<file path="src/sv/tti_pkg.sv">
`timescale 1ns / 1ps
`default_nettype none
// ---------------------------------------------------------------------------
// tti_pkg: shared types and constants
// Codes and widths used by the trajectory interpolator and its divider.
// ---------------------------------------------------------------------------
package tti_pkg;
   localparam int NumJoints = 7;

   localparam logic [1:0] ModeClear    = 2'd0;
   localparam logic [1:0] ModeAppend   = 2'd1;
   localparam logic [1:0] ModeOffset   = 2'd2;
   localparam logic [1:0] ModeFraction = 2'd3;

   localparam logic [1:0] StatusOk    = 2'd0;
   localparam logic [1:0] StatusEmpty = 2'd1;
   localparam logic [1:0] StatusFull  = 2'd2;

   typedef struct packed {
      logic start;
      logic [63:0] num;
      logic [63:0] den;
   } div_req_type;
endpackage
`default_nettype wire

</file>
<file path="src/sv/tti_frac_div.sv">
`timescale 1ns / 1ps
`default_nettype none
// ---------------------------------------------------------------------------
// tti_frac_div: serial fraction divider
// Computes floor(num * 2^32 / den) for num < den, one quotient bit a cycle.
// ---------------------------------------------------------------------------
module tti_frac_div
   import tti_pkg::*;
(
   input  wire logic        clock,
   input  wire logic        reset,
   input  wire div_req_type div_req,
   output logic             done,
   output logic [31:0]      quotient
);
   logic [63:0] rem_ff, rem_in;
   logic [63:0] den_ff, den_in;
   logic [31:0] q_ff, q_in;
   logic [5:0]  cnt_ff, cnt_in;
   logic        busy_ff, busy_in;
   logic [64:0] shifted;

   always_comb begin
      rem_in  = rem_ff;
      den_in  = den_ff;
      q_in    = q_ff;
      cnt_in  = cnt_ff;
      busy_in = busy_ff;
      shifted = {rem_ff, 1'b0};
      if (div_req.start) begin
         rem_in  = div_req.num;
         den_in  = div_req.den;
         q_in    = '0;
         cnt_in  = '0;
         busy_in = 1'b1;
      end else if (busy_ff) begin
         if (shifted >= {1'b0, den_ff}) begin
            rem_in = 64'(shifted - {1'b0, den_ff});
            q_in   = {q_ff[30:0], 1'b1};
         end else begin
            rem_in = shifted[63:0];
            q_in   = {q_ff[30:0], 1'b0};
         end
         cnt_in = cnt_ff + 6'd1;
         if (cnt_ff == 6'd31) busy_in = 1'b0;
      end
   end

   always_ff @(posedge clock) begin
      rem_ff <= rem_in;
      den_ff <= den_in;
      q_ff   <= q_in;
      cnt_ff <= cnt_in;
      if (reset) busy_ff <= 1'b0;
      else       busy_ff <= busy_in;
   end

   assign done     = busy_ff && (cnt_ff == 6'd31);
   assign quotient = q_in;

   a_cnt_range: assert property (@(posedge clock) disable iff (reset)
      busy_ff |-> cnt_ff <= 6'd31) else $error("divider count overrun");
   a_done_ends: assert property (@(posedge clock) disable iff (reset)
      (done && !div_req.start) |=> !busy_ff) else $error("divider did not stop");
   a_start_busy: assert property (@(posedge clock) disable iff (reset)
      div_req.start |=> busy_ff) else $error("divider did not start");
endmodule
`default_nettype wire

</file>
<file path="config.mk">
export PLATFORM = sky130hd
export DESIGN_NAME = tti_frac_div
export DESIGN_NICKNAME = d
export VERILOG_FILES = /design/src/sv/tti_pkg.sv /design/src/sv/tti_frac_div.sv
export SDC_FILE = /design/constraint.sdc
export NUM_CORES = 1
export LEC_CHECK = 0
export BUFFER_PORTS_ARGS = -buffer_cell sky130_fd_sc_hd__clkbuf_2
export CAP_MARGIN = 20
export CORE_ASPECT_RATIO = 1.2
export CORE_MARGIN = 1
export CORE_UTILIZATION = 53
export DETAILED_ROUTE_END_ITERATION = 10
export PLACE_DENSITY = 0.76
export REMOVE_ABC_BUFFERS = 1
export SYNTH_ARGS = -nofsm -noshare
export SYNTH_HDL_FRONTEND = slang
export SYNTH_SLANG_ARGS = --single-unit
</file>
<file path="constraint.sdc">
create_clock -name clock -period 2.78 [get_ports clock]
set_input_delay 0.417 -clock clock [delete_from_list [all_inputs] [get_ports clock]]
set_output_delay 0.417 -clock clock [all_outputs]
set_load 0.02 [all_outputs]
</file>
==> impl_results.html, run 1 <==
<table>
<tr><th>Metric</th><th>Value</th></tr>
<tr><th colspan="2">Run status</th></tr>
<tr><td>Result of the run</td><td>finished with violations</td></tr>
<tr><td>Failing checks</td><td>negative setup slack</td></tr>
<tr><th colspan="2">Pwr</th></tr>
<tr><td>Share of total power consumed by net switching</td><td>0.392</td></tr>
<tr><td>Power Internal</td><td>8.30 mW</td></tr>
<tr><td>Switching component of the power</td><td>5.35 mW</td></tr>
<tr><td>Clock share of power</td><td>0.186</td></tr>
<tr><td>Leak Pwr</td><td>6.98 nW</td></tr>
<tr><td>Combinational Power Share</td><td>0.561</td></tr>
<tr><td>Power Density</td><td>880 mW/mm²</td></tr>
<tr><td>Sequential cell fraction of total power</td><td>0.253</td></tr>
<tr><td>Largest voltage drop on the vdd net</td><td>0.598 mV</td></tr>
<tr><th colspan="2">Critical path</th></tr>
<tr><td>Nature of the critical path endpoint</td><td>output pin</td></tr>
<tr><td>Worst path cell trace</td><td>ha_1, nand4_1, or4_4, nor3_2, buf_4, and3_4, o311a_4, a211oi_4, a211oi_2, buf_4</td></tr>
<tr><td>Critical-path maximum fanout</td><td>3</td></tr>
<tr><td>Critical path buffers and inverters</td><td>2</td></tr>
<tr><td>Maximum single-stage delay on the critical path</td><td>500 ps</td></tr>
<tr><td>Top cell by count, worst path</td><td>sky130_fd_sc_hd__buf_4</td></tr>
<tr><td>Crit Path Category</td><td>flop to output pin</td></tr>
<tr><td>Data arrival time at the worst-slack endpoint</td><td>3060 ps</td></tr>
<tr><td>CP Launch Type</td><td>flop</td></tr>
<tr><td>Cell family contributing the most delay on the critical path</td><td>simple AND/OR/NAND/NOR gates</td></tr>
<tr><td>Worst path required time</td><td>2360 ps</td></tr>
<tr><td>Master of the slowest instance on the critical path</td><td>sky130_fd_sc_hd__or4_4</td></tr>
<tr><th colspan="2">STA</th></tr>
<tr><td>Worst setup margin</td><td>-702 ps</td></tr>
<tr><td>Max Clk Rate</td><td>287 MHz</td></tr>
<tr><td>Setup repair after global routing missed its margin</td><td>true</td></tr>
<tr><td>Final hold vios</td><td>0</td></tr>
<tr><td>Tmin final</td><td>3480 ps</td></tr>
<tr><td>Final setup viols</td><td>65</td></tr>
<tr><td>Max-slew headroom</td><td>0.538</td></tr>
<tr><td>Clock Skews</td><td>18.6 ps</td></tr>
<tr><td>Worst slew pin tran</td><td>693 ps</td></tr>
<tr><td>Final Cycle Share</td><td>1.25</td></tr>
<tr><td>Fin Hold WS</td><td>99.8 ps</td></tr>
<tr><td>Summed negative setup slack over all endpoints</td><td>-30,720 ps</td></tr>
<tr><td>Max-slew violation count</td><td>0</td></tr>
<tr><th colspan="2">GRT</th></tr>
<tr><td>Via count of the first global-routing pass</td><td>11,000</td></tr>
<tr><td>Final global-route overflow total</td><td>0</td></tr>
<tr><td>Largest net degree at the start of global routing</td><td>65</td></tr>
<tr><td>Initial antenna violation count</td><td>0</td></tr>
<tr><td>GRT Util Overall</td><td>0.305</td></tr>
<tr><td>Global-route wire length before repair</td><td>51,700 µm</td></tr>
<tr><th colspan="2">Clock tree</th></tr>
<tr><td>Clock tree from TritonCTS</td><td>yes</td></tr>
<tr><td>Register clock-pin slew on the reported worst setup and hold paths</td><td>90 ps</td></tr>
<tr><td>Deepest clock path buffer count</td><td>2</td></tr>
<tr><td>Num CTS Buffers</td><td>17</td></tr>
<tr><td>Htree depth</td><td>4</td></tr>
<tr><td>Clock latency on the worst-skew pair</td><td>450 ps</td></tr>
<tr><td>Root cell of the clock tree</td><td>sky130_fd_sc_hd__clkbuf_16</td></tr>
<tr><td>Number of sinks handled by clock tree synthesis</td><td>167</td></tr>
<tr><th colspan="2">Placed design</th></tr>
<tr><td>Number of port buffers</td><td>163</td></tr>
<tr><td>DP HPWL</td><td>23,300 µm</td></tr>
<tr><td>Placed instance count</td><td>1,824</td></tr>
<tr><td>Pre-CTS setup slack</td><td>-708 ps</td></tr>
<tr><td>Routability cong.</td><td>0.930</td></tr>
<tr><th colspan="2">Floorplanning</th></tr>
<tr><td>Floorplan core area</td><td>0.0203 mm²</td></tr>
<tr><td>Die height</td><td>160 µm</td></tr>
<tr><td>Die Span X</td><td>134 µm</td></tr>
<tr><td>Starting Density</td><td>0.542</td></tr>
<tr><td>I/O pin count</td><td>164</td></tr>
<tr><td>Number of placement rows</td><td>57</td></tr>
<tr><td>Area of the die</td><td>0.0214 mm²</td></tr>
<tr><th colspan="2">Layout</th></tr>
<tr><td>Number of standard cells in the final layout excluding fillers</td><td>1,889</td></tr>
<tr><td>Growth of design area from synthesis to finish</td><td>40.7%</td></tr>
<tr><td>Fraction of layout cells with a size suffix above 1</td><td>0.384</td></tr>
<tr><td>Count of nets after finishing</td><td>1,808</td></tr>
<tr><td>Final core utilization</td><td>0.763</td></tr>
<tr><td>Number of diodes</td><td>0</td></tr>
<tr><th colspan="2">Flow run</th></tr>
<tr><td>Number of maximum-capacitance violations</td><td>0</td></tr>
<tr><th colspan="2">Drt</th></tr>
<tr><td>Drt first-iter violations</td><td>767</td></tr>
<tr><td>Final wirelength</td><td>33,700 µm</td></tr>
<tr><td>Wire length per cell</td><td>17.8 µm</td></tr>
<tr><td>Via density</td><td>5.80</td></tr>
<tr><td>Number of vias in the routed layout</td><td>11,000</td></tr>
<tr><td>Residual DRC count</td><td>0</td></tr>
<tr><td>Initial DRT Pass Iterations</td><td>5</td></tr>
<tr><td>Antenna viol nets, final</td><td>0</td></tr>
<tr><th colspan="2">Synth</th></tr>
<tr><td>Cell accounting for the most synthesized area</td><td>sky130_fd_sc_hd__edfxtp_1</td></tr>
<tr><td>Synthesized area per cell</td><td>9.33 µm²</td></tr>
<tr><td>Leading cell type by number of instances after synthesis</td><td>sky130_fd_sc_hd__a21oi_1</td></tr>
<tr><td>Post-synthesis instance area</td><td>0.0110 mm²</td></tr>
<tr><td>Post-synthesis sequential area ratio</td><td>0.419</td></tr>
<tr><td>Yosys warning count</td><td>0</td></tr>
<tr><td>Number of different library cells in the post-synthesis netlist</td><td>73</td></tr>
<tr><td>Number of synthesized register bits</td><td>167</td></tr>
<tr><td>Main flop type after synthesis</td><td>sky130_fd_sc_hd__edfxtp_1</td></tr>
<tr><td>Top post-synthesis cells by count</td><td>sky130_fd_sc_hd__a21oi_1, sky130_fd_sc_hd__edfxtp_1, sky130_fd_sc_hd__nor2_1, sky130_fd_sc_hd__nand2_1, sky130_fd_sc_hd__inv_1</td></tr>
<tr><td>Number of enable-type register cells in the synthesized netlist</td><td>128</td></tr>
<tr><td>Share of flip-flops with an asynchronous set or reset</td><td>0</td></tr>
<tr><td>Dominant cells by area after synthesis</td><td>sky130_fd_sc_hd__edfxtp_1, sky130_fd_sc_hd__ha_1, sky130_fd_sc_hd__dfxtp_1</td></tr>
<tr><td>Fraction of post-synthesis cell area in the top cell type by area</td><td>0.349</td></tr>
<tr><td>Synth Instances</td><td>1,182</td></tr>
<tr><th colspan="2">Hold path</th></tr>
<tr><td>Type of the tightest min-delay check</td><td>primary input to flop</td></tr>
</table>
[routing by layer]
metal | wire length [µm] | global-route usage | vias up | part of all wire
li1 | - | - | 5186 | -
met1 | 13100 | 0.348 | 5218 | 0.39
met2 | 17100 | 0.543 | 456 | 0.51
met3 | 2130 | 0.0594 | 96 | 0.063
met4 | 1260 | 0.144 | 0 | 0.038
met5 | 0 | 0 | - | 0
[area by class of cell]
class                           instances  area [µm²]
Multi-Input combinational cell        868        6290
Fill cell                            1364        4810
Sequential cell                       167        4630
Timing Repair Buffer                  469        3300
Clock buffer                           17         425
Tap cell                              265         332
Inverter                               88         330
Clock inverter                         15         211
[flip-flops by register name, indices dropped and copies added, names as in the netlist]
register / cells
den_ff: 64
q_ff: 32
busy_ff: 1
cnt_ff: 6
rem_ff: 64
[through the flow]
step | cell area, µm² | power (mW)
final | 15500 | 13.7
after CTS | 15000 | 13.0
after global placement | 14000 | 9.95
after global routing | 15500 | 14.4
after detailed placement | 14000 | 10.1
after floorplan | 10700 | 7.11
[layout by cell type, fill, tap and decap left out, types with 24 or more instances in the layout]
master / n
sky130_fd_sc_hd__buf_4: 291
sky130_fd_sc_hd__dfxtp_1: 38
sky130_fd_sc_hd__a21oi_1: 124
sky130_fd_sc_hd__nor2_1: 113
sky130_fd_sc_hd__mux2_2: 27
sky130_fd_sc_hd__nand4_1: 30
sky130_fd_sc_hd__xnor2_1: 29
sky130_fd_sc_hd__ha_1: 48
sky130_fd_sc_hd__o21ai_0: 43
sky130_fd_sc_hd__clkbuf_2: 161
sky130_fd_sc_hd__inv_1: 85
sky130_fd_sc_hd__nand2_1: 88
sky130_fd_sc_hd__edfxtp_1: 128
sky130_fd_sc_hd__a21o_1: 24
sky130_fd_sc_hd__mux2i_1: 35
[repair_timing]
item,4_1_cts,5_1_grt
endpoints found under the setup margin,66,65
hold buffers,0,0
gates cloned,2,2
buffers inserted,12,17
pin swaps,17,22
resized for setup,31,67
[power groups by stage]
stage | sequential (mW) | combinational [mW] | clock (mW)
finish | 3.45 | 7.66 | 2.54
global route | 3.49 | 8.27 | 2.65
CTS | 3.42 | 7.03 | 2.57
detailed placement | 3.45 | 6.64 | 0
global placement | 3.44 | 6.51 | 0
floorplan | 3.39 | 3.72 | 0
[path summary, 6_finish.rpt]
| check | startpoint | endpoint | slack [ps] | cells after the start |
|---|---|---|---|---|
| hold / removal | reset | busy_ff$_SDFF_PP0_ | 100 | 2 |
| setup reg to reg | den_ff[58]$_DFFE_PP_ | rem_ff[58]$_DFFE_PP_ | -660 | 13 |
| hold reg to reg | cnt_ff[5]$_SDFFE_PP0P_ | cnt_ff[5]$_SDFFE_PP0P_ | 500 | 2 |
| setup / recovery | rem_ff[54]$_DFFE_PP_ | quotient[0] | -700 | 10 |
[logic make-up after synthesis]
logic type,share of synthesized area
simple gates,0.151
buf+inv,0.0556
compound gates,0.199
fa+ha+maj,0.0756
xor+xnor,0.0389
flops,0.419
mux,0.0604
Note: power is estimated with default switching activity, not from simulation.
==> run 2: changes to the inputs <==
--- a/config.mk
+++ b/config.mk
@@ -12,6 +12,7 @@
 export CORE_UTILIZATION = 53
 export DETAILED_ROUTE_END_ITERATION = 10
 export PLACE_DENSITY = 0.76
+export RECOVER_POWER = 50
 export REMOVE_ABC_BUFFERS = 1
 export SYNTH_ARGS = -nofsm -noshare
 export SYNTH_HDL_FRONTEND = slang
==> impl_results.html, run 2 (synthesis results as in run 1) <==
<table>
<tr><th>Metric</th><th>Value</th></tr>
<tr><th colspan="2">Critical path</th></tr>
<tr><td>Worst path required time</td><td>2360 ps (about the same)</td></tr>
<tr><td>CP Launch Type</td><td>flop</td></tr>
<tr><td>Critical-path maximum fanout</td><td>3 (unchanged)</td></tr>
<tr><td>Crit Path Category</td><td>flop to output pin</td></tr>
<tr><td>Startpoint of the lowest-slack register-to-register path</td><td>den_ff[58]$_DFFE_PP_</td></tr>
<tr><td>Data arrival time at the worst-slack endpoint</td><td>3070 ps (about the same)</td></tr>
<tr><td>Nature of the critical path endpoint</td><td>output pin</td></tr>
<tr><td>Register-to-register setup slack</td><td>-660 ps (about the same)</td></tr>
<tr><td>Endpoint of the most critical register-to-register path</td><td>rem_ff[58]$_DFFE_PP_</td></tr>
<tr><td>Logic depth of the worst register-to-register path</td><td>13 (unchanged)</td></tr>
<tr><th colspan="2">Placed design</th></tr>
<tr><td>Routability cong.</td><td>0.930 (unchanged)</td></tr>
<tr><td>Pre-CTS setup slack</td><td>-708 ps (unchanged)</td></tr>
<tr><td>Placed instance count</td><td>1,824 (unchanged)</td></tr>
<tr><td>DP HPWL</td><td>23,300 µm (unchanged)</td></tr>
<tr><td>Number of port buffers</td><td>163 (unchanged)</td></tr>
<tr><th colspan="2">Layout</th></tr>
<tr><td># fillers</td><td>1,367 (+0.22%)</td></tr>
<tr><td>Largest regs</td><td>den_ff (64), rem_ff (64), q_ff (32)</td></tr>
<tr><td>Number of standard cells in the final layout excluding fillers</td><td>1,889 (unchanged)</td></tr>
<tr><td>Number of diodes</td><td>0 (unchanged)</td></tr>
<tr><td>Fraction of layout cells with a size suffix above 1</td><td>0.382 (-0.00185)</td></tr>
<tr><td>Commonest non-fill, non-tap cell in the layout</td><td>sky130_fd_sc_hd__buf_4</td></tr>
<tr><td>Most frequent cells in the layout</td><td>sky130_fd_sc_hd__buf_4, sky130_fd_sc_hd__clkbuf_2, sky130_fd_sc_hd__edfxtp_1</td></tr>
<tr><td>Count of nets after finishing</td><td>1,808 (unchanged)</td></tr>
<tr><td>Growth of design area from synthesis to finish</td><td>40.7% (about the same)</td></tr>
<tr><td>Area of combinational cells with multiple inputs</td><td>0.00629 mm² (unchanged)</td></tr>
<tr><td>Sequential Area</td><td>0.00463 mm² (unchanged)</td></tr>
<tr><th colspan="2">Clock tree</th></tr>
<tr><td>Htree depth</td><td>4 (unchanged)</td></tr>
<tr><td>Register clock-pin slew on the reported worst setup and hold paths</td><td>90 ps (about the same)</td></tr>
<tr><td>Number of sinks handled by clock tree synthesis</td><td>167 (unchanged)</td></tr>
<tr><td>Root cell of the clock tree</td><td>sky130_fd_sc_hd__clkbuf_16</td></tr>
<tr><td>Clock latency on the worst-skew pair</td><td>450 ps (about the same)</td></tr>
<tr><td>Clock tree from TritonCTS</td><td>yes</td></tr>
<tr><td>Deepest clock path buffer count</td><td>2 (unchanged)</td></tr>
<tr><td>Num CTS Buffers</td><td>17 (unchanged)</td></tr>
<tr><th colspan="2">GRT</th></tr>
<tr><td>GRT Util Overall</td><td>0.305 (unchanged)</td></tr>
<tr><td>Global-route track usage on met2</td><td>0.543 (unchanged)</td></tr>
<tr><td>Via count of the first global-routing pass</td><td>11,000 (unchanged)</td></tr>
<tr><td>Global-route met3 utilization</td><td>0.0594 (unchanged)</td></tr>
<tr><td>Largest net degree at the start of global routing</td><td>65 (unchanged)</td></tr>
<tr><td>Final global-route overflow total</td><td>0 (unchanged)</td></tr>
<tr><td>Initial antenna violation count</td><td>0 (unchanged)</td></tr>
<tr><td>Fraction of met1 tracks used by global routing</td><td>0.348 (unchanged)</td></tr>
<tr><td>Global-route wire length before repair</td><td>51,700 µm (unchanged)</td></tr>
<tr><td>Highest-utilization routing layer at the global route stage</td><td>met2</td></tr>
<tr><th colspan="2">Floorplanning</th></tr>
<tr><td>Number of placement rows</td><td>57 (unchanged)</td></tr>
<tr><td>Starting Density</td><td>0.542 (unchanged)</td></tr>
<tr><td>Floorplan core area</td><td>0.0203 mm² (unchanged)</td></tr>
<tr><td>Die Span X</td><td>134 µm (unchanged)</td></tr>
<tr><td>Area of the die</td><td>0.0214 mm² (unchanged)</td></tr>
<tr><td>I/O pin count</td><td>164 (unchanged)</td></tr>
<tr><td>Die height</td><td>160 µm (unchanged)</td></tr>
<tr><th colspan="2">Drt</th></tr>
<tr><td>Number of vias in the routed layout</td><td>11,000 (+0.027%)</td></tr>
<tr><td>Final wirelength</td><td>33,700 µm (about the same)</td></tr>
<tr><td>Wire length per cell</td><td>17.8 µm (about the same)</td></tr>
<tr><td>Residual DRC count</td><td>0 (unchanged)</td></tr>
<tr><td>Drt first-iter violations</td><td>767 (unchanged)</td></tr>
<tr><td>Initial DRT Pass Iterations</td><td>5 (unchanged)</td></tr>
<tr><td>Via density</td><td>5.80 (about the same)</td></tr>
<tr><td>Antenna viol nets, final</td><td>0 (unchanged)</td></tr>
<tr><th colspan="2">Flow run</th></tr>
<tr><td>Number of maximum-capacitance violations</td><td>0 (unchanged)</td></tr>
<tr><th colspan="2">STA</th></tr>
<tr><td>Final Cycle Share</td><td>1.25 (about the same)</td></tr>
<tr><td>Final setup viols</td><td>65 (unchanged)</td></tr>
<tr><td>Max-slew headroom</td><td>0.538 (unchanged)</td></tr>
<tr><td>Worst slew pin tran</td><td>693 ps (+0.000179 ps)</td></tr>
<tr><td>Worst setup margin</td><td>-702 ps (-0.328 ps)</td></tr>
<tr><td>Final hold vios</td><td>0 (unchanged)</td></tr>
<tr><td>Max-slew violation count</td><td>0 (unchanged)</td></tr>
<tr><td>Clock Skews</td><td>19.0 ps (+0.362 ps)</td></tr>
<tr><td>Setup repair after global routing missed its margin</td><td>true</td></tr>
<tr><td>Tmin final</td><td>3480 ps (+0.328 ps)</td></tr>
<tr><td>Max Clk Rate</td><td>287 MHz (about the same)</td></tr>
<tr><th colspan="2">Hold path</th></tr>
<tr><td>Type of the tightest min-delay check</td><td>primary input to flop</td></tr>
<tr><td>Start point of the worst min-delay path</td><td>reset</td></tr>
<tr><td>Hold Path Cell Cnt</td><td>2 (unchanged)</td></tr>
<tr><td>Hold path endpoint</td><td>busy_ff$_SDFF_PP0_</td></tr>
<tr><th colspan="2">Pwr</th></tr>
<tr><td>Leak Pwr</td><td>6.97 nW (-0.13%)</td></tr>
<tr><td>Largest voltage drop on the vdd net</td><td>0.599 mV (+0.13%)</td></tr>
<tr><td>Power Density</td><td>880 mW/mm² (about the same)</td></tr>
<tr><th colspan="2">Run status</th></tr>
<tr><td>Result of the run</td><td>finished with violations</td></tr>
<tr><td>Failing checks</td><td>negative setup slack</td></tr>
</table>
## run 2: metrics by stage
step	total power [mW]	hold slack [ps]	instance area, µm²	utilization	TNS (ps)
after CTS	13.0	94.5	15000	0.739	-27810
after global routing	14.4	105	15500	0.763	-35160
final	13.7	99.1	15500	0.763	-30720
after detailed placement	10.1	494	14000	0.689	-30720
after global placement	9.95	480	14000	0.689	-23410
after floorplan	7.11	462	10700	-	-45320
## run 2: worst max-delay path, stage by stage (launching register included)
cell and delay [ps]:
sky130_fd_sc_hd__edfxtp_1 410, sky130_fd_sc_hd__ha_1 330, sky130_fd_sc_hd__nand4_1 180, sky130_fd_sc_hd__or4_4 500, sky130_fd_sc_hd__nor3_2 130, sky130_fd_sc_hd__buf_4 140
sky130_fd_sc_hd__and3_4 180, sky130_fd_sc_hd__o311a_4 210, sky130_fd_sc_hd__a211oi_4 70, sky130_fd_sc_hd__a211oi_2 300, sky130_fd_sc_hd__buf_4 190
## run 2: routing by layer
layer	vias up	wire length, µm
li1	5187	-
met1	5217	13200
met2	458	17100
met3	97	2120
met4	0	1280
met5	-	0
## run 2: final cells by class
class	count	area share
sequential	167	0.298
tap	265	0.0214
inverter	88	0.0213
clock inverter	15	0.0136
multi-input combinational	868	0.405
timing repair buffer	469	0.213
clock buffer	17	0.0274
## run 2: power breakdown
part	switching, mW	internal [mW]	total [mW]
clock	1.29	1.25	2.54
sequential	0.259	3.19	3.45
combinational	3.81	3.86	7.66
total	5.35	8.30	13.7
## run 2: worst max-delay path by stage
stage	to	cells after the start	slack, ps	start
after floorplan	rem_ff[55]$_DFFE_PP_	9	-900	rem_ff[25]$_DFFE_PP_
after global placement	rem_ff[60]$_DFFE_PP_	11	-610	rem_ff[1]$_DFFE_PP_
after detailed placement	rem_ff[60]$_DFFE_PP_	13	-710	rem_ff[0]$_DFFE_PP_
after CTS	quotient[0]	11	-630	rem_ff[19]$_DFFE_PP_
after global routing	quotient[0]	11	-750	rem_ff[22]$_DFFE_PP_
final	quotient[0]	10	-700	rem_ff[54]$_DFFE_PP_
## run 2: timing repair
item / CTS / global route
gates resized for setup: 31 / 67
gates cloned: 2 / 2
pin swaps: 17 / 22
hold buffers: 0 / 0
setup endpoints to repair: 66 / 65
setup buffers: 12 / 17
